--- src/sv/sh4_group6_move_logic_unit_assert.svh ---
// assertion macros for the group-6 move/logic unit
`ifndef SH4_GROUP6_MOVE_LOGIC_UNIT_ASSERT_SVH
`define SH4_GROUP6_MOVE_LOGIC_UNIT_ASSERT_SVH

`ifndef SYNTH
// property checked on every clock edge outside reset
`define SH4G6_ASSERT(lbl, prop) \
  lbl: assert property (@(posedge clk_i) disable iff (!rst_ni) prop) \
    else $error("sh4g6 assertion failed");
// condition implies a consequence in the next cycle
`define SH4G6_ASSERT_NEXT(lbl, pre, post) \
  `SH4G6_ASSERT(lbl, (pre) |=> (post))
`else
`define SH4G6_ASSERT(lbl, prop)
`define SH4G6_ASSERT_NEXT(lbl, pre, post)
`endif

`endif

--- src/sv/sh4g6_pkg.sv ---
// types and constants shared by the group-6 move/logic unit
`default_nettype none

package sh4g6_pkg;

  localparam int unsigned DATA_W = 32;
  localparam int unsigned REG_N  = 16;
  localparam int unsigned REG_AW = 4;
  localparam int unsigned INS_W  = 16;
  localparam int unsigned SIZE_W = 3;

  // kinds of request on the input channel
  typedef enum logic [1:0] {
    ACT_EXEC   = 2'd0,
    ACT_RETURN = 2'd1,
    ACT_WREG   = 2'd2,
    ACT_WT     = 2'd3
  } action_e;

  // result status codes
  typedef enum logic [1:0] {
    ST_WRITTEN = 2'd0,
    ST_READ    = 2'd1,
    ST_BADOP   = 2'd2,
    ST_ORDER   = 2'd3
  } status_e;

  // group nibble and low-nibble opcodes
  localparam logic [3:0] GROUP_NIBBLE = 4'h6;
  localparam logic [3:0] OP_MOV   = 4'd3;
  localparam logic [3:0] OP_NOT   = 4'd7;
  localparam logic [3:0] OP_SWAPB = 4'd8;
  localparam logic [3:0] OP_SWAPW = 4'd9;
  localparam logic [3:0] OP_NEGC  = 4'd10;
  localparam logic [3:0] OP_NEG   = 4'd11;
  localparam logic [3:0] OP_EXTUB = 4'd12;
  localparam logic [3:0] OP_EXTUW = 4'd13;
  localparam logic [3:0] OP_EXTSB = 4'd14;

  // access sizes in bytes
  localparam logic [SIZE_W-1:0] SZ_NONE = 3'd0;
  localparam logic [SIZE_W-1:0] SZ_BYTE = 3'd1;
  localparam logic [SIZE_W-1:0] SZ_WORD = 3'd2;
  localparam logic [SIZE_W-1:0] SZ_LONG = 3'd4;

  // request held in the execute stage
  typedef struct packed {
    logic                valid;
    action_e             action;
    status_e             status;
    logic [INS_W-1:0]    instruction;
    logic [DATA_W-1:0]   data_word;
    logic [REG_AW-1:0]   target;
    logic [REG_AW-1:0]   rd_addr;
    logic [REG_AW-1:0]   pend_dest;
    logic [REG_AW-1:0]   pend_base;
    logic [SIZE_W-1:0]   pend_size;
    logic                pend_postinc;
  } stage_t;

  // result payload
  typedef struct packed {
    status_e             status;
    logic [REG_AW-1:0]   wreg;
    logic [DATA_W-1:0]   wval;
    logic                t_flag;
    logic [DATA_W-1:0]   raddr;
    logic [SIZE_W-1:0]   rsize;
    logic                adv;
  } result_t;

  // register-file write-back requests
  typedef struct packed {
    logic                we;
    logic [REG_AW-1:0]   waddr;
    logic [DATA_W-1:0]   wdata;
    logic                inc;
    logic [REG_AW-1:0]   inc_addr;
    logic [DATA_W-1:0]   inc_data;
  } wback_t;

  function automatic logic [DATA_W-1:0] sext8(input logic [DATA_W-1:0] v);
    return {{(DATA_W-8){v[7]}}, v[7:0]};
  endfunction

  function automatic logic [DATA_W-1:0] sext16(input logic [DATA_W-1:0] v);
    return {{(DATA_W-16){v[15]}}, v[15:0]};
  endfunction

endpackage

`default_nettype wire

--- src/sv/sh4g6_if.sv ---
// request and result channel interfaces
`default_nettype none

interface sh4g6_in_if;
  import sh4g6_pkg::*;
  logic                valid;
  logic                ready;
  logic [1:0]          action;
  logic [INS_W-1:0]    instruction;
  logic [DATA_W-1:0]   data_word;
  logic [REG_AW-1:0]   target_register;

  modport source (output valid, action, instruction, data_word, target_register,
                  input ready);
  modport sink   (input valid, action, instruction, data_word, target_register,
                  output ready);
endinterface

interface sh4g6_out_if;
  import sh4g6_pkg::*;
  logic                valid;
  logic                ready;
  logic [1:0]          status;
  logic [REG_AW-1:0]   written_register;
  logic [DATA_W-1:0]   written_value;
  logic                t_flag_out;
  logic [DATA_W-1:0]   read_address;
  logic [SIZE_W-1:0]   read_size;
  logic                advance_pc;

  modport source (output valid, status, written_register, written_value, t_flag_out,
                  read_address, read_size, advance_pc, input ready);
  modport sink   (input valid, status, written_register, written_value, t_flag_out,
                  read_address, read_size, advance_pc, output ready);
endinterface

`default_nettype wire

--- src/sv/sh4_group6_move_logic_unit.sv ---
// top level of the group-6 move/logic unit
//
// Executes 0110nnnnmmmmxxxx instructions against a 16 x 32 register file kept
// in a synchronous ram, plus the T flag. Input channel in_i carries one request:
// execute, load data return, register write or T write. Output channel out_o
// returns exactly one result per request, in order.
// A request is accepted into the execute stage with its ram read at the accepting
// edge, then executed into the output register that drives out_o.
// Throughput: one request per cycle while out_o is ready. After the data return
// of an @Rm+ load with Rm different from Rn the execute stage holds, since the
// base increment takes the single ram write port the cycle after the Rn write.
// Read-after-write between neighboring requests is covered by a one-entry
// forward register on the ram write port.
// Reset: all registers read as zero through per-entry valid bits, T and the
// pending load are cleared at once; no clearing pass is needed.
// Stall: when out_o is not ready the output register holds its result, the
// execute stage holds and re-reads its register, and in_i.ready drops.
`default_nettype none
`include "sh4_group6_move_logic_unit_assert.svh"

module sh4_group6_move_logic_unit (
  input  wire logic  clk_i,
  input  wire logic  rst_ni,
  sh4g6_in_if.sink   in_i,
  sh4g6_out_if.source out_o
);
  import sh4g6_pkg::*;

  stage_t              s1;
  logic                s1_adv;
  logic [REG_AW-1:0]   rd_addr;
  logic [DATA_W-1:0]   ram_rdata;
  logic                ram_we;
  logic [REG_AW-1:0]   ram_waddr;
  logic [DATA_W-1:0]   ram_wdata;
  logic [DATA_W-1:0]   a_val;
  result_t             res;
  wback_t              wb;

  logic [REG_N-1:0]    rf_valid_q;
  logic                fwd_valid_q;
  logic [REG_AW-1:0]   fwd_addr_q;
  logic [DATA_W-1:0]   fwd_data_q;
  logic                t_q;
  logic                inc_q;
  logic [REG_AW-1:0]   inc_addr_q;
  logic [DATA_W-1:0]   inc_data_q;
  logic                out_valid_q;
  result_t             out_q;

  // execute stage moves when the base increment is done and output has room
  assign s1_adv = s1.valid && !inc_q && (!out_valid_q || out_o.ready);

  sh4g6_issue u_issue (
    .clk_i    (clk_i),
    .rst_ni   (rst_ni),
    .in_i     (in_i),
    .s1_adv_i (s1_adv),
    .s1_o     (s1),
    .rd_addr_o(rd_addr)
  );

  // ram write port: stage write or the deferred base increment
  assign ram_we    = (s1_adv && wb.we) || inc_q;
  assign ram_waddr = inc_q ? inc_addr_q : wb.waddr;
  assign ram_wdata = inc_q ? inc_data_q : wb.wdata;

  sh4g6_ram #(
    .WIDTH(DATA_W),
    .DEPTH(REG_N)
  ) u_rf (
    .clk_i  (clk_i),
    .we_i   (ram_we),
    .waddr_i(ram_waddr),
    .wdata_i(ram_wdata),
    .raddr_i(rd_addr),
    .rdata_o(ram_rdata)
  );

  // operand: last write forwarded, never-written entries read as zero
  always_comb begin
    if (fwd_valid_q && fwd_addr_q == s1.rd_addr) begin
      a_val = fwd_data_q;
    end else if (rf_valid_q[s1.rd_addr]) begin
      a_val = ram_rdata;
    end else begin
      a_val = '0;
    end
  end

  sh4g6_alu u_alu (
    .s1_i (s1),
    .a_i  (a_val),
    .t_i  (t_q),
    .res_o(res),
    .wb_o (wb)
  );

  // control state
  always_ff @(posedge clk_i or negedge rst_ni) begin
    if (!rst_ni) begin
      rf_valid_q  <= '0;
      fwd_valid_q <= 1'b0;
      t_q         <= 1'b0;
      inc_q       <= 1'b0;
      out_valid_q <= 1'b0;
    end else begin
      fwd_valid_q <= ram_we;
      if (ram_we) begin
        rf_valid_q[ram_waddr] <= 1'b1;
      end
      if (s1_adv) begin
        t_q <= res.t_flag;
      end
      inc_q <= s1_adv && wb.inc;
      if (s1_adv) begin
        out_valid_q <= 1'b1;
      end else if (out_o.ready) begin
        out_valid_q <= 1'b0;
      end
    end
  end

  // payload registers
  always_ff @(posedge clk_i) begin
    fwd_addr_q <= ram_waddr;
    fwd_data_q <= ram_wdata;
    if (s1_adv) begin
      inc_addr_q <= wb.inc_addr;
      inc_data_q <= wb.inc_data;
      out_q      <= res;
    end
  end

  // result channel
  assign out_o.valid            = out_valid_q;
  assign out_o.status           = out_q.status;
  assign out_o.written_register = out_q.wreg;
  assign out_o.written_value    = out_q.wval;
  assign out_o.t_flag_out       = out_q.t_flag;
  assign out_o.read_address     = out_q.raddr;
  assign out_o.read_size        = out_q.rsize;
  assign out_o.advance_pc       = out_q.adv;

  // checks
  `SH4G6_ASSERT(a_inc_after_return, inc_q |-> $past(s1_adv && s1.action == ACT_RETURN))
  `SH4G6_ASSERT_NEXT(a_stall_holds, s1.valid && !s1_adv, s1.valid && $stable(s1.rd_addr))
  `SH4G6_ASSERT_NEXT(a_write_marks_valid, ram_we, rf_valid_q[$past(ram_waddr)])

endmodule

`default_nettype wire

--- src/sv/sh4g6_ram.sv ---
// generic single-write, single-read ram with registered read
`default_nettype none

module sh4g6_ram #(
  parameter int unsigned WIDTH = 32,
  parameter int unsigned DEPTH = 16
) (
  input  wire logic                     clk_i,
  input  wire logic                     we_i,
  input  wire logic [$clog2(DEPTH)-1:0] waddr_i,
  input  wire logic [WIDTH-1:0]         wdata_i,
  input  wire logic [$clog2(DEPTH)-1:0] raddr_i,
  output      logic [WIDTH-1:0]         rdata_o
);

  logic [WIDTH-1:0] mem_q [DEPTH];

  // write port and registered read port
  always_ff @(posedge clk_i) begin
    if (we_i) begin
      mem_q[waddr_i] <= wdata_i;
    end
    rdata_o <= mem_q[raddr_i];
  end

endmodule

`default_nettype wire

--- src/sv/sh4g6_issue.sv ---
// accept stage: load-pending tracking, status decision, register read issue
`default_nettype none

module sh4g6_issue (
  input  wire logic                     clk_i,
  input  wire logic                     rst_ni,
  sh4g6_in_if.sink                      in_i,
  input  wire logic                     s1_adv_i,
  output      sh4g6_pkg::stage_t        s1_o,
  output      logic [sh4g6_pkg::REG_AW-1:0] rd_addr_o
);
  import sh4g6_pkg::*;

  logic                pend_q;
  logic [REG_AW-1:0]   pend_dest_q;
  logic [REG_AW-1:0]   pend_base_q;
  logic [SIZE_W-1:0]   pend_size_q;
  logic                pend_postinc_q;
  logic                s1_valid_q;
  stage_t              s1_q;
  stage_t              s1_d;

  action_e             act;
  logic                take;
  logic                accept;
  logic [3:0]          op;
  logic                in_group;
  logic                is_load;
  logic [SIZE_W-1:0]   ld_size;
  status_e             status;
  logic [REG_AW-1:0]   new_addr;

  // decode of the incoming request
  always_comb begin
    act      = action_e'(in_i.action);
    op       = in_i.instruction[3:0];
    in_group = (in_i.instruction[15:12] == GROUP_NIBBLE);
    is_load  = op inside {[4'd0:4'd2], [4'd4:4'd6]};
    case (op[1:0])
      2'd0:    ld_size = SZ_BYTE;
      2'd1:    ld_size = SZ_WORD;
      default: ld_size = SZ_LONG;
    endcase
  end

  // status known at accept time
  always_comb begin
    case (act)
      ACT_EXEC: begin
        if (pend_q) begin
          status = ST_ORDER;
        end else if (!in_group) begin
          status = ST_BADOP;
        end else if (is_load) begin
          status = ST_READ;
        end else begin
          status = ST_WRITTEN;
        end
      end
      ACT_RETURN: status = pend_q ? ST_WRITTEN : ST_ORDER;
      default:    status = ST_WRITTEN;
    endcase
  end

  // handshake and read address: re-read the held address while stalled
  assign take      = !s1_valid_q || s1_adv_i;
  assign in_i.ready = take;
  assign accept    = in_i.valid && take;
  assign new_addr  = (act == ACT_RETURN) ? pend_base_q : in_i.instruction[7:4];
  assign rd_addr_o = take ? new_addr : s1_q.rd_addr;

  // next execute-stage payload
  always_comb begin
    s1_d              = s1_q;
    s1_d.valid        = 1'b1;
    s1_d.action       = act;
    s1_d.status       = status;
    s1_d.instruction  = in_i.instruction;
    s1_d.data_word    = in_i.data_word;
    s1_d.target       = in_i.target_register;
    s1_d.rd_addr      = new_addr;
    s1_d.pend_dest    = pend_dest_q;
    s1_d.pend_base    = pend_base_q;
    s1_d.pend_size    = pend_size_q;
    s1_d.pend_postinc = pend_postinc_q;
  end

  // pending load state and stage valid
  always_ff @(posedge clk_i or negedge rst_ni) begin
    if (!rst_ni) begin
      pend_q         <= 1'b0;
      pend_dest_q    <= '0;
      pend_base_q    <= '0;
      pend_size_q    <= SZ_NONE;
      pend_postinc_q <= 1'b0;
      s1_valid_q     <= 1'b0;
    end else begin
      if (take) begin
        s1_valid_q <= in_i.valid;
      end
      if (accept && act == ACT_EXEC && status == ST_READ) begin
        pend_q         <= 1'b1;
        pend_dest_q    <= in_i.instruction[11:8];
        pend_base_q    <= in_i.instruction[7:4];
        pend_size_q    <= ld_size;
        pend_postinc_q <= op[2];
      end else if (accept && act == ACT_RETURN) begin
        pend_q <= 1'b0;
      end
    end
  end

  // stage payload, no reset needed
  always_ff @(posedge clk_i) begin
    if (accept) begin
      s1_q <= s1_d;
    end
  end

  always_comb begin
    s1_o       = s1_q;
    s1_o.valid = s1_valid_q;
  end

endmodule

`default_nettype wire

--- src/sv/sh4g6_alu.sv ---
// execute stage: register operations, load extension and write-back requests
`default_nettype none

module sh4g6_alu (
  input  wire sh4g6_pkg::stage_t            s1_i,
  input  wire logic [sh4g6_pkg::DATA_W-1:0] a_i,
  input  wire logic                         t_i,
  output      sh4g6_pkg::result_t           res_o,
  output      sh4g6_pkg::wback_t            wb_o
);
  import sh4g6_pkg::*;

  logic [3:0]        op;
  logic [REG_AW-1:0] rn;
  logic [DATA_W-1:0] r;
  logic [DATA_W-1:0] neg_a;
  logic [DATA_W-1:0] ld_val;

  assign op    = s1_i.instruction[3:0];
  assign rn    = s1_i.instruction[11:8];
  assign neg_a = '0 - a_i;

  // register-form result
  always_comb begin
    case (op)
      OP_MOV:   r = a_i;
      OP_NOT:   r = ~a_i;
      OP_SWAPB: r = {a_i[31:16], a_i[7:0], a_i[15:8]};
      OP_SWAPW: r = {a_i[15:0], a_i[31:16]};
      OP_NEGC:  r = neg_a - {{(DATA_W-1){1'b0}}, t_i};
      OP_NEG:   r = neg_a;
      OP_EXTUB: r = {{(DATA_W-8){1'b0}}, a_i[7:0]};
      OP_EXTUW: r = {{(DATA_W-16){1'b0}}, a_i[15:0]};
      OP_EXTSB: r = sext8(a_i);
      default:  r = sext16(a_i);
    endcase
  end

  // extend returned load data
  always_comb begin
    if (s1_i.pend_size == SZ_BYTE) begin
      ld_val = sext8(s1_i.data_word);
    end else if (s1_i.pend_size == SZ_WORD) begin
      ld_val = sext16(s1_i.data_word);
    end else begin
      ld_val = s1_i.data_word;
    end
  end

  // result and write-back per request kind
  always_comb begin
    res_o        = '0;
    res_o.status = s1_i.status;
    res_o.t_flag = t_i;
    res_o.rsize  = SZ_NONE;
    wb_o         = '0;
    case (s1_i.action)
      ACT_EXEC: begin
        if (s1_i.status == ST_READ) begin
          res_o.raddr = a_i;
          res_o.rsize = (op[1:0] == 2'd0) ? SZ_BYTE :
                        (op[1:0] == 2'd1) ? SZ_WORD : SZ_LONG;
        end else if (s1_i.status == ST_WRITTEN) begin
          res_o.wreg = rn;
          res_o.wval = r;
          res_o.adv  = 1'b1;
          wb_o.we    = 1'b1;
          wb_o.waddr = rn;
          wb_o.wdata = r;
          // borrow out of 0 - Rm - T
          if (op == OP_NEGC) begin
            res_o.t_flag = (a_i != '0) || t_i;
          end
        end
      end
      ACT_RETURN: begin
        if (s1_i.status == ST_WRITTEN) begin
          res_o.wreg    = s1_i.pend_dest;
          res_o.wval    = ld_val;
          res_o.adv     = 1'b1;
          wb_o.we       = 1'b1;
          wb_o.waddr    = s1_i.pend_dest;
          wb_o.wdata    = ld_val;
          // post-increment of the base, a_i holds Rm read at return
          wb_o.inc      = s1_i.pend_postinc && (s1_i.pend_base != s1_i.pend_dest);
          wb_o.inc_addr = s1_i.pend_base;
          wb_o.inc_data = a_i + {{(DATA_W-SIZE_W){1'b0}}, s1_i.pend_size};
        end
      end
      ACT_WREG: begin
        res_o.wreg = s1_i.target;
        res_o.wval = s1_i.data_word;
        wb_o.we    = 1'b1;
        wb_o.waddr = s1_i.target;
        wb_o.wdata = s1_i.data_word;
      end
      default: begin
        res_o.t_flag = s1_i.data_word[0];
        res_o.wval   = {{(DATA_W-1){1'b0}}, s1_i.data_word[0]};
      end
    endcase
  end

endmodule

`default_nettype wire
--- src/flat_wrapper.sv ---
// flat-port wrapper written by rule: the top's interface ports become plain ports
module sh4_group6_move_logic_unit_flat import sh4g6_pkg::*;
  (clk_i, rst_ni, in_i_valid, in_i_action, in_i_instruction, in_i_data_word, in_i_target_register, in_i_ready, out_o_valid, out_o_status, out_o_written_register, out_o_written_value, out_o_t_flag_out, out_o_read_address, out_o_read_size, out_o_advance_pc, out_o_ready);
  sh4g6_in_if in_i_i ();
  sh4g6_out_if out_o_i ();
  input  wire logic clk_i;
  input  wire logic rst_ni;
  input wire logic [$bits(in_i_i.valid)-1:0] in_i_valid;
  input wire logic [$bits(in_i_i.action)-1:0] in_i_action;
  input wire logic [$bits(in_i_i.instruction)-1:0] in_i_instruction;
  input wire logic [$bits(in_i_i.data_word)-1:0] in_i_data_word;
  input wire logic [$bits(in_i_i.target_register)-1:0] in_i_target_register;
  output wire logic [$bits(in_i_i.ready)-1:0] in_i_ready;
  output wire logic [$bits(out_o_i.valid)-1:0] out_o_valid;
  output wire logic [$bits(out_o_i.status)-1:0] out_o_status;
  output wire logic [$bits(out_o_i.written_register)-1:0] out_o_written_register;
  output wire logic [$bits(out_o_i.written_value)-1:0] out_o_written_value;
  output wire logic [$bits(out_o_i.t_flag_out)-1:0] out_o_t_flag_out;
  output wire logic [$bits(out_o_i.read_address)-1:0] out_o_read_address;
  output wire logic [$bits(out_o_i.read_size)-1:0] out_o_read_size;
  output wire logic [$bits(out_o_i.advance_pc)-1:0] out_o_advance_pc;
  input wire logic [$bits(out_o_i.ready)-1:0] out_o_ready;
  assign in_i_i.valid = in_i_valid;
  assign in_i_i.action = in_i_action;
  assign in_i_i.instruction = in_i_instruction;
  assign in_i_i.data_word = in_i_data_word;
  assign in_i_i.target_register = in_i_target_register;
  assign in_i_ready = in_i_i.ready;
  assign out_o_valid = out_o_i.valid;
  assign out_o_status = out_o_i.status;
  assign out_o_written_register = out_o_i.written_register;
  assign out_o_written_value = out_o_i.written_value;
  assign out_o_t_flag_out = out_o_i.t_flag_out;
  assign out_o_read_address = out_o_i.read_address;
  assign out_o_read_size = out_o_i.read_size;
  assign out_o_advance_pc = out_o_i.advance_pc;
  assign out_o_i.ready = out_o_ready;
  sh4_group6_move_logic_unit u_core (.clk_i(clk_i), .rst_ni(rst_ni), .in_i(in_i_i), .out_o(out_o_i));
endmodule
--- config.mk ---
export PLATFORM = sky130hd
export DESIGN_NAME = sh4_group6_move_logic_unit_flat
export DESIGN_NICKNAME = d
export VERILOG_FILES = /design/src/sv/sh4g6_pkg.sv /design/src/sv/sh4g6_if.sv /design/src/sv/sh4_group6_move_logic_unit.sv /design/src/sv/sh4g6_ram.sv /design/src/sv/sh4g6_issue.sv /design/src/sv/sh4g6_alu.sv /design/src/flat_wrapper.sv
export VERILOG_INCLUDE_DIRS = /design/src /design/src/sv
export SDC_FILE = /design/constraint.sdc
export NUM_CORES = 1
export LEC_CHECK = 0
export ABC_AREA = 1
export BUFFER_PORTS_ARGS = -buffer_cell sky130_fd_sc_hd__buf_2
export CORE_MARGIN = 3
export CORE_UTILIZATION = 45
export DETAILED_ROUTE_END_ITERATION = 16
export GPL_TIMING_DRIVEN = 0
export PLACE_DENSITY = 0.58
export SYNTH_ARGS = -nofsm -noshare
export SYNTH_HDL_FRONTEND = slang
export SYNTH_SLANG_ARGS = --single-unit
--- constraint.sdc ---
create_clock -name clk_i -period 36 [get_ports clk_i]
set_input_delay 1.8 -clock clk_i [delete_from_list [all_inputs] [get_ports clk_i]]
set_output_delay 1.8 -clock clk_i [all_outputs]
set_load 0.05 [all_outputs]
Word level (Yosys, flattened, before mapping)
Memories as Yosys holds them, arrays and structs flattened. A register that Yosys moved wholly into a read port is not among the register bits.
Index checks and enable logic that the tools add are counted.
{ "word_totals": {"register_bits": 249, "latch_bits": 0, "mem_bits_rw": 512, "romBits": 0, "input_bits": 58, "output_inout_bits": 77, "n_memories": 1} }
{ "classes": {"n_addsub": 3, "multipliers": 0, "div_mod_pow": 0, "order_cmp": 7, "eq_ne": 21, "shifts": 0, "n_mux": 42, "bitwise": 4, "reduce_logical": 33} }
{ "memory_table": {"columns": ["name", "words", "width", "rd", "rd_ports_with_merged_regs", "write_ports", "line", "text"], "rows": [
  ["u_core.u_rf.mem_q", 16, 32, 1, 1, 1, "sh4g6_ram.sv:16", "logic [WIDTH-1:0] mem_q [DEPTH];"]
]} }
{ "ops": {"columns": ["cell", "n"], "rows": [
  ["case mux 32 bit (9 select lines)", 1],
  ["2-to-1 mux 37 bit", 5],
  ["2-to-1 mux 32 bit", 5],
  ["case mux 37 bit (3 select lines)", 1],
  ["case mux 32 bit (3 select lines)", 1],
  ["2-to-1 mux 74 bit", 1],
  ["2-to-1 mux 36 bit", 1],
  ["adder 32 x 3 -> 32 bit", 1],
  ["inverter 32 bit", 1],
  ["nonzero test 32 bit", 1],
  ["subtractor 1 x 32 -> 32 bit (first input constant)", 1],
  ["subtractor 32 x 1 -> 32 bit", 1],
  ["== test 4 bit (second input constant)", 7],
  ["bitwise OR 16 bit", 1],
  ["logical AND 1 bit", 13],
  ["2-to-1 mux 1 bit", 13],
  ["== test 2 x 1 -> 1 bit (second input constant)", 6],
  ["2-to-1 mux 4 bit", 3],
  ["case mux 4 bit (3 select lines)", 1],
  ["zero test 2 bit", 5],
  ["less-than comparator 4 x 5 -> 1 bit (second input constant)", 2],
  ["== test 4 x 3 -> 1 bit (second input constant)", 2],
  ["greater-or-equal comparator 4 x 1 -> 1 bit (second input constant)", 2],
  ["2-to-1 mux 2 bit", 3],
  ["22 further kinds", 32]
]} }

Longest topological paths before layout
Gate-level depths: netlist (run 1).
{ "depth": {"ltp_word": 16, "depth_mapped": 31} }

By module
Synthesis (run 1) repeated with hierarchy kept, for this count alone.
{ "unflattened": {"cells_unflattened": 4027, "hier_area_um2": 37693.7} }
{ "by_module_without_submodules": {"columns": ["mod", "instances", "cells_per_inst", "area_each_um2", "seq_area_each_um2"], "rows": [
  ["sh4g6_ram", 1, 2120, 22730.6, 16015.4],
  ["sh4_group6_move_logic_unit", 1, 559, 6228.5, 4554.4],
  ["sh4g6_alu", 1, 1169, 5774.3, 0.0],
  ["sh4g6_issue", 1, 179, 2960.3, 2512.4]
]} }

Worst setup path after synthesis (run 1)
Ideal clock, no wire load.
{ "synth_path": {"path_type": "input to register", "start": "in out_o_ready", "end": "reg u_core.u_issue.pend_size_q[0]", "setup_ps": 127, "arrival_time_ps": 14278, "path_slack_ps": 21595, "stages": 10, "path_cell_list": "nor2_1 > nor3_1 > nor2_1 > nor2_1 > inv_1 > nor3_1 > nand2_1 > clkbuf_1 > nand2_1 > o31ai_1"} }
{ "synth_between": {"elab_chain_cells": 6} }
{ "synth_rtl": {"columns": ["item", "line", "text"], "rows": [
  ["start: declaration", "flat_wrapper.sv:22", "input wire logic [$bits(out_o_i.ready)-1:0] out_o_ready;"],
  ["logical OR 1 bit", "sh4_group6_move_logic_unit.sv:52", "assign s1_adv = s1.valid && !inc_q && (!out_valid_q || out_o.ready);"],
  ["logical AND 1 bit", "sh4_group6_move_logic_unit.sv:52", null],
  ["net u_core.s1_adv", "sh4_group6_move_logic_unit.sv:30", "logic s1_adv;"],
  ["logical OR 1 bit", "sh4g6_issue.sv:66", "assign take = !s1_valid_q || s1_adv_i;"],
  ["logical AND 1 bit", "sh4g6_issue.sv:68", "assign accept = in_i.valid && take;"],
  ["net u_core.u_issue.accept", "sh4g6_issue.sv:25", "logic accept;"],
  ["logical AND 1 bit (2 in a row)", "sh4g6_issue.sv:101", "if (accept && act == ACT_EXEC && status == ST_READ) begin"],
  ["end signal: assignment", "sh4g6_issue.sv:105", "pend_size_q <= ld_size;"],
  ["end: declaration", "sh4g6_issue.sv:17", "logic [SIZE_W-1:0] pend_size_q;"]
]} }
The timed path passes the listed nets, and every way through them passes these cells.
A chain may end at the register's enable or synchronous reset.

Final worst setup path (run 1)
{ "layout_path": {"start": "reg u_core.u_issue.s1_q, in the netlist u_core.u_issue.s1_o[13]", "end": "mem u_core.u_rf.mem_q[12][25], data pin"} }
{ "layout_between": {"elab_chain_cells": 11, "word_cells_on_any_way": 14, "classes_between": "add/sub (2); eq/ne (1); mux (9); bitwise (1); reduce/logical (1)"} }
{ "layout_rtl": {"columns": ["item", "line", "text"], "rows": [
  ["start: declaration", "sh4g6_issue.sv:20", "stage_t s1_q;"],
  ["start signal: assignment", "sh4g6_issue.sv:116", "s1_q <= s1_d;"],
  ["binary-select mux 1 bit (select 4 bit)", "sh4_group6_move_logic_unit.sv:84", "end else if (rf_valid_q[s1.rd_addr]) begin"],
  ["2-to-1 mux 1 bit (not written as such)", "sh4_group6_move_logic_unit.sv:84", null],
  ["2-to-1 mux 32 bit", "sh4_group6_move_logic_unit.sv:84", null],
  ["2-to-1 mux 32 bit *", "sh4_group6_move_logic_unit.sv:82", "if (fwd_valid_q && fwd_addr_q == s1.rd_addr) begin"],
  ["subtractor 1 x 32 -> 32 bit", "sh4g6_alu.sv:21", "assign neg_a = '0 - a_i;"],
  ["subtractor 32 x 1 -> 32 bit", "sh4g6_alu.sv:30", "OP_NEGC: r = neg_a - {{(DATA_W-1){1'b0}}, t_i};"],
  ["case mux 32 bit (9 select lines) *", "sh4g6_alu.sv:25", "case (op)"],
  ["2-to-1 mux 37 bit *", "sh4g6_alu.sv:63", "end else if (s1_i.status == ST_WRITTEN) begin"],
  ["2-to-1 mux 37 bit *", "sh4g6_alu.sv:59", "if (s1_i.status == ST_READ) begin"],
  ["case mux 37 bit (3 select lines) *", "sh4g6_alu.sv:57", "case (s1_i.action)"],
  ["2-to-1 mux 32 bit *", "sh4_group6_move_logic_unit.sv:66", "assign ram_wdata = inc_q ? inc_data_q : wb.wdata;"],
  ["net u_core.ram_wdata[25]", "sh4_group6_move_logic_unit.sv:35", "logic [DATA_W-1:0] ram_wdata;"],
  ["end: declaration", "sh4g6_ram.sv:16", null]
]} }
The timed path passes the listed nets; every way through them passes the cells marked *. The select of a mux whose other input is x is not followed.

==> flow_metrics.tcl, run 1 <==
set metrics [dict create \
    cts_hold_repair.buffers 0 \
    synth.lib_cells_used.distinct 53 \
    synthFlopType "sky130_fd_sc_hd__edfxtp_1" \
    worstMarginPinSlew_ns 1.40 \
    floorplan.rows 100 \
    min_period_ns 5.55 \
    cts_htree_levels 3 \
    critPathRequiredTime_ns 36.17 \
    critical_path_arrival_ns 5.71 \
    detail_route.wirelength_um 119000 \
    grt_start_max_net_pins 35 \
    numClockSinks 789 \
    global_route.usage.total 0.291 \
    yosys_warnings 0 \
    power_frac_seq 0.412 \
    placed_cells 4414 \
    power.density_cell_area_mw_per_mm2 66.2 \
    synthesis.nets 3301 \
    hold_slack_ns 0.445 \
    postLayoutCellArea_sq_mm 0.0398 \
    grt.busiest_layer "met2" \
    path_max_fanout 17 \
    internal_power_mw 1.72 \
    grt_setup_unrepaired "false" \
    grt_pass1_vias 26000 \
    finalClockSkew_ns 0.0376 \
    port_buffers 134 \
    core_area_sq_mm 0.0752 \
    power.leakage_nw 14.6 \
    finalNetCount 3550 \
    cp-start-kind "flop" \
    final_min_period_over_clock_period 0.154 \
    grt_first_pass_wirelength_um 173000 \
    maxSlewViolCount 0 \
    number_of_maximum_capacitance_constraint_violations 0 \
    gr-usage-met2 0.441 \
    timing.hold.worst_path_depth 0 \
    clk_path_buf_depth 3 \
    finalSetupViolCount 0 \
    dr.pass1.iters 8 \
    highest_count_cells_in_the_layout_ignoring_fill_and_taps "sky130_fd_sc_hd__edfxtp_1, sky130_fd_sc_hd__nand2_1, sky130_fd_sc_hd__nor2_1" \
    final_hold_vios 0 \
    area_growth_pct 15.4 \
    grt_use_met3 0.0546 \
    mostFrequentLayoutCell "sky130_fd_sc_hd__edfxtp_1" \
    number_of_storage_elements_in_the_synthesis_netlist 789 \
    synth.cell_area_sq_mm 0.0345 \
    holdCritPathClass "reg2reg" \
    initial_antenna_violation_count 4 \
    syn-instance-count 3232 \
    total_clock_buffers_created_by_cts 85 \
    drc_errors 0 \
    clock_latency_reported_for_the_late_side_of_the_worst_skew_pair_ns 0.65 \
    detailroute.via_count 26900 \
    dp.final_hpwl_um 85600 \
    dpl_cell_area_sq_mm 0.0371 \
    switching_share 0.348 \
    overflow 0 \
    endpoint_kind "flop" \
    detail_route.vias_per_cell 5.89 \
    die-height_um 283 \
    top_level_ports 135 \
    power.combinational.fraction 0.261 \
    async_flop_share 0.0431 \
    postCtsResizedCells 0 \
    status "finished, final reports clean" \
    power.net_switching_mw 0.919 \
    area_of_the_die_sq_mm 0.0801 \
    mean_instance_size_in_the_synthesized_netlist_sq_um 10.7 \
    clock_tree_root "sky130_fd_sc_hd__clkbuf_16" \
    synth-edff-count 687 \
    max-vdd-ir-drop_v 0.0000422 \
    post_route_cells_drive_above_1_share 0.125 \
    fin_setup_tns_ns 0 \
    die_width_um 283 \
    layoutNonFillerInstCount 4570 \
    path_clk_slew_ns 0.06 \
    fillCellCount 6647 \
    timing_worst_setup_path_type "reg2reg" \
    synth_seq_area_share 0.662 \
    worst-r2r-cell-count 23 \
    share_clk_of_total_power 0.327 \
    start_util 0.459 \
    drt_iter0_markers 3290 \
    gp_routability_congestion 0.939 \
    diodes 0 \
    utilization 0.530 \
    ant_nets 0 \
    max_clock_freq_mhz 180 \
    tritoncts "done" \
    cts_setup_buffers 0 \
    maxSlewHeadroom 0.0655 \
    wl_per_cell_um 26.1 \
    met1_usage 0.424 \
]
[final cells by class]
| cell class | instances | area, sq um | share of cell area |
|---|---|---|---|
| Sequential cell | 789 | 22800 | 0.573 |
| Timing Repair Buffer | 162 | 1150 | 0.0289 |
| Inverter | 214 | 803 | 0.0202 |
| Buffer | 158 | 663 | 0.0166 |
| Multi-Input combinational cell | 2071 | 10400 | 0.260 |
| Clock inverter | 37 | 414 | 0.0104 |
| Clock buffer | 119 | 2330 | 0.0586 |
| Tap cell | 1020 | 1280 | 0.0320 |
[final timing paths]
path | start | endpoint | slack, ns
worst max-delay path | u_core.u_issue.s1_o[13] | u_core.u_rf.mem_q[12][25] | 30.45
max in group asynchronous | rst_ni | u_core.rf_valid_q[6] | 34.21
worst min-delay path | u_core.u_issue.pend_dest_q[1] | u_core.u_issue.s1_o[9] | 0.44
worst min register to register | u_core.u_issue.pend_dest_q[1] | u_core.u_issue.s1_o[9] | 0.44
worst max register to register | u_core.u_issue.s1_o[13] | u_core.u_rf.mem_q[12][25] | 30.45
min in group asynchronous | rst_ni | u_core.out_o.valid | 1.26
[metrics by stage]
stage / power, mW / setup slack (ns)
after floorplan: 1.51 / 21.59
after global placement: 1.77 / 15.92
after detailed placement: 1.78 / 30.13
after CTS: 2.63 / 30.52
after global routing: 2.73 / 30.11
final: 2.64 / 30.45
[cell usage after synthesis (all sizes together) (4+ instances only)]
master | instances | area share
nor2 | 481 | 0.056
o31ai | 5 | 0.0011
xnor2 | 4 | 0.0010
o211ai | 41 | 0.0089
nor4 | 4 | 0.00072
clkbuf | 136 | 0.015
o21ai | 368 | 0.054
o221ai | 95 | 0.024
clkinv | 10 | 0.0011
ha | 10 | 0.0036
nand2 | 640 | 0.072
xor2 | 4 | 0.0010
a21oi | 122 | 0.021
dfxtp | 68 | 0.039
nor3 | 18 | 0.0029
buf | 22 | 0.0044
inv | 204 | 0.022
dfrtp | 34 | 0.025
a211oi | 8 | 0.0017
o21bai | 6 | 0.0013
a31oi | 5 | 0.00091
o2111ai | 15 | 0.0038
edfxtp | 687 | 0.60
o22ai | 52 | 0.0094
nand3 | 146 | 0.022
a221oi | 13 | 0.0033
nand4 | 16 | 0.0029
[sequential cells by signal, indices dropped and copies added (netlist names), 16 cells and up]
name,flops
u_core.fwd_data_q,32
u_core.inc_data_q,32
u_core.out_o.read_address,32
u_core.out_o.written_value,32
u_core.rf_valid_q,16
u_core.u_issue.s1_o,64
u_core.u_rf.mem_q,512
u_core.u_rf.rdata_o,32
[layer usage]
layer	vias to the layer above	routed length, um
met5	-	33
met2	1428	52700
met3	204	11300
met4	4	3890
li1	12000	-
met1	13300	51400
[worst max-delay path, cell delays in order, from the launching register on]
cell and delay [ns]:
sky130_fd_sc_hd__edfxtp_1 0.48, sky130_fd_sc_hd__inv_2 0.18, sky130_fd_sc_hd__o21ai_1 0.09, sky130_fd_sc_hd__nor2_1 0.19, sky130_fd_sc_hd__nand3b_4 0.16, sky130_fd_sc_hd__nand2_1 0.09
sky130_fd_sc_hd__inv_1 0.07, sky130_fd_sc_hd__a21oi_4 0.39, sky130_fd_sc_hd__ha_1 0.27, sky130_fd_sc_hd__nand3_2 0.11, sky130_fd_sc_hd__nor2_2 0.23, sky130_fd_sc_hd__nand3_1 0.19
sky130_fd_sc_hd__xor2_1 0.44, sky130_fd_sc_hd__nand2_1 0.13, sky130_fd_sc_hd__nor2_1 0.44, sky130_fd_sc_hd__nand3_1 0.25, sky130_fd_sc_hd__nor2_4 0.20, sky130_fd_sc_hd__nand3_1 0.10
sky130_fd_sc_hd__nand3_1 0.09, sky130_fd_sc_hd__nand2_1 0.06, sky130_fd_sc_hd__nand2_1 0.08, sky130_fd_sc_hd__nand2_1 0.06, sky130_fd_sc_hd__nand3_1 0.16, sky130_fd_sc_hd__nand2_1 0.57
[power groups by stage]
stage / Clock (mW) / Combinational, mW / Sequential [mW]
after global routing: 0.909 / 0.734 / 1.09
after floorplan: 0 / 0.362 / 1.15
after CTS: 0.874 / 0.674 / 1.09
final: 0.863 / 0.689 / 1.09
after detailed placement: 0 / 0.672 / 1.10
after global placement: 0 / 0.657 / 1.11
[logic make-up (layout without fill, tap and decap cells)]
kind of cell | after synthesis | in the layout | synth area share
simple gates | 1316 | 1316 | 0.159
flops | 789 | 789 | 0.662
compound gates | 736 | 736 | 0.130
buf+inv | 372 | 690 | 0.0425
fa+ha+maj | 11 | 11 | 0.00420
xor+xnor | 8 | 8 | 0.00203
Note: power is estimated with default switching activity, not from simulation.
==> inputs of run 2 (changes only) <==
--- a/config.mk
+++ b/config.mk
@@ -12,7 +12,7 @@
 export CORE_UTILIZATION = 45
 export DETAILED_ROUTE_END_ITERATION = 16
 export GPL_TIMING_DRIVEN = 0
-export PLACE_DENSITY = 0.58
+export PLACE_DENSITY = 0.6
 export SYNTH_ARGS = -nofsm -noshare
 export SYNTH_HDL_FRONTEND = slang
 export SYNTH_SLANG_ARGS = --single-unit
==> constraint.sdc (replaced) <==
create_clock -name clk_i -period 4.9 [get_ports clk_i]
set_input_delay 0.245 -clock clk_i [delete_from_list [all_inputs] [get_ports clk_i]]
set_output_delay 0.245 -clock clk_i [all_outputs]
set_load 0.05 [all_outputs]
==> flow_metrics.tcl, run 2 (synthesized netlist as in run 1, its figures left out) <==
set metrics [dict create \
    endpoint_kind "flop" \
    maxSlewHeadroom 0.0378 \
    critPathRequiredTime_ns 5.41 \
    finalNetCount 3595 \
    floorplan.rows 100 \
    clock_latency_reported_for_the_late_side_of_the_worst_skew_pair_ns 0.66 \
    max-vdd-ir-drop_v 0.000324 \
    grt_start_max_net_pins 36 \
    utilization 0.542 \
    detail_route.vias_per_cell 5.91 \
    gp_routability_congestion 0.951 \
    post_route_cells_drive_above_1_share 0.139 \
    initial_antenna_violation_count 5 \
    critical_path_arrival_ns 5.31 \
    power.density_cell_area_mw_per_mm2 486 \
    timing_worst_setup_path_type "reg2reg" \
    met3WireLength_um 12400 \
    ant_nets 0 \
    fillCellCount 6485 \
    wl_met2_um 54000 \
    holdCritPathClass "in2reg" \
    register_area_sq_mm 0.0228 \
    start_util 0.459 \
    grt_pass1_vias 26500 \
    dr.pass1.iters 8 \
    worstMarginPinSlew_ns 1.44 \
    detailroute.via_count 27300 \
    final_min_period_over_clock_period 0.981 \
    path_max_fanout 11 \
    grt_setup_unrepaired "true" \
    multi_input_comb_area_sq_mm 0.0107 \
    detail_route.wirelength_um 121000 \
    hold_slack_ns 0.0703 \
    numClockSinks 789 \
    die_width_um 283 \
    cp-start-kind "flop" \
    finalSetupViolCount 0 \
    clk_path_buf_depth 3 \
    diodes 0 \
    highest_layer "met4" \
    port_buffers 134 \
    top_level_ports 135 \
    status "finished, final reports clean" \
    min_period_ns 4.81 \
    maxSlewViolCount 0 \
    drc_errors 0 \
    drt_iter0_markers 3480 \
    area_of_the_die_sq_mm 0.0801 \
    number_of_maximum_capacitance_constraint_violations 0 \
    global_route.usage.total 0.294 \
    tritoncts "done" \
    flip_flop_count_of_the_largest_register_all_copies_and_words_added 512 \
    mostFrequentLayoutCell "sky130_fd_sc_hd__edfxtp_1" \
    area_growth_pct 18.0 \
    finalClockSkew_ns 0.0416 \
    grt_first_pass_wirelength_um 175000 \
    core_area_sq_mm 0.0752 \
    cts_htree_levels 3 \
    overflow 0 \
    power.leakage_nw 14.9 \
    max_clock_freq_mhz 208 \
    clock_tree_root "sky130_fd_sc_hd__clkbuf_16" \
    wl_per_cell_um 26.3 \
    max_flop_register "u_core.u_rf.mem_q" \
    path_clk_slew_ns 0.06 \
    highest_count_cells_in_the_layout_ignoring_fill_and_taps "sky130_fd_sc_hd__edfxtp_1, sky130_fd_sc_hd__nand2_1, sky130_fd_sc_hd__nor2_1" \
    die-height_um 283 \
    final_hold_vios 0 \
    dp.final_hpwl_um 84200 \
    route.layer.met1.wl_um 51200 \
    total_clock_buffers_created_by_cts 84 \
]
[run 2: where the power goes]
group / total [mW] / internal (mW) / switching [mW]
registers: 7.98 / 7.84 / 0.136
clock network: 6.60 / 3.86 / 2.74
logic: 5.24 / 1.17 / 4.07
[run 2: path summary, 6_finish.rpt]
| kind | slack, ns | startpoint | depth (start not counted) | end |
|---|---|---|---|---|
| min in group asynchronous | 0.24 | rst_ni | 2 | u_core.u_issue.pend_dest_q[1] |
| max in group asynchronous | 4.07 | rst_ni | 2 | u_core.out_o.valid |
| max | 0.09 | u_core.inc_q | 10 | u_core.u_rf.rdata_o[25] |
| min reg2reg | 0.46 | u_core.u_issue.pend_postinc_q | 0 | u_core.u_issue.s1_o[0] |
| min | 0.07 | in_i_instruction[15] | 5 | u_core.u_issue.s1_o[69] |
| max reg2reg | 0.09 | u_core.inc_q | 10 | u_core.u_rf.rdata_o[25] |
[run 2: repair_timing]
| action | CTS | global route |
|---|---|---|
| gates resized for setup | 30 | 49 |
| setup buffers | 1 | 3 |
| hold buffers | 53 | 0 |
| gates cloned | 0 | 3 |
| hold endpoints to repair | 95 | 0 |
| endpoints found under the setup margin | 372 | 558 |
| pin swaps | 1 | 8 |
[run 2: per-stage QoR]
step	instance area, sq um	instances	setup slack (ns)	setup TNS (ns)	power, mW
6_report	40700	4617	0.0938	0	19.8
5_1_grt	40700	4617	-0.0320	-1.11	20.5
4_1_cts	40400	4608	0.0389	0	19.7
3_5_place_dp	36900	4397	-0.577	-76.42	13.1
3_3_place_gp	36700	4386	-3.81	-2171.21	13.0
2_1_floorplan	34700	3232	-0.872	-299.81	11.1
[run 2: worst max-delay path, cell delays in order (launching register included)]
cell and delay [ns]:
sky130_fd_sc_hd__dfrtp_1 0.32, sky130_fd_sc_hd__clkbuf_1 0.63, sky130_fd_sc_hd__nor3_4 0.27, sky130_fd_sc_hd__nor2_1 0.42
sky130_fd_sc_hd__clkinv_1 0.32, sky130_fd_sc_hd__o21ai_1 0.74, sky130_fd_sc_hd__inv_2 0.24, sky130_fd_sc_hd__clkbuf_1 0.48
sky130_fd_sc_hd__clkbuf_1 0.40, sky130_fd_sc_hd__o211ai_1 0.67, sky130_fd_sc_hd__nand2_1 0.17
[run 2: cell type report]
cell class / instances / area share
flip-flops and latches: 789 / 0.561
repair buffers: 205 / 0.0372
inverters: 214 / 0.0199
plain buffers: 158 / 0.0168
clock buffers: 113 / 0.0573
clock inverters: 44 / 0.0134
multi-input cells: 2074 / 0.263
well taps: 1020 / 0.0313
[run 2: routing by layer]
layer	vias up	global-route usage
li1	12100	-
met1	13400	0.426
met2	1579	0.449
met3	231	0.0505
met4	0	0.104
met5	-	0
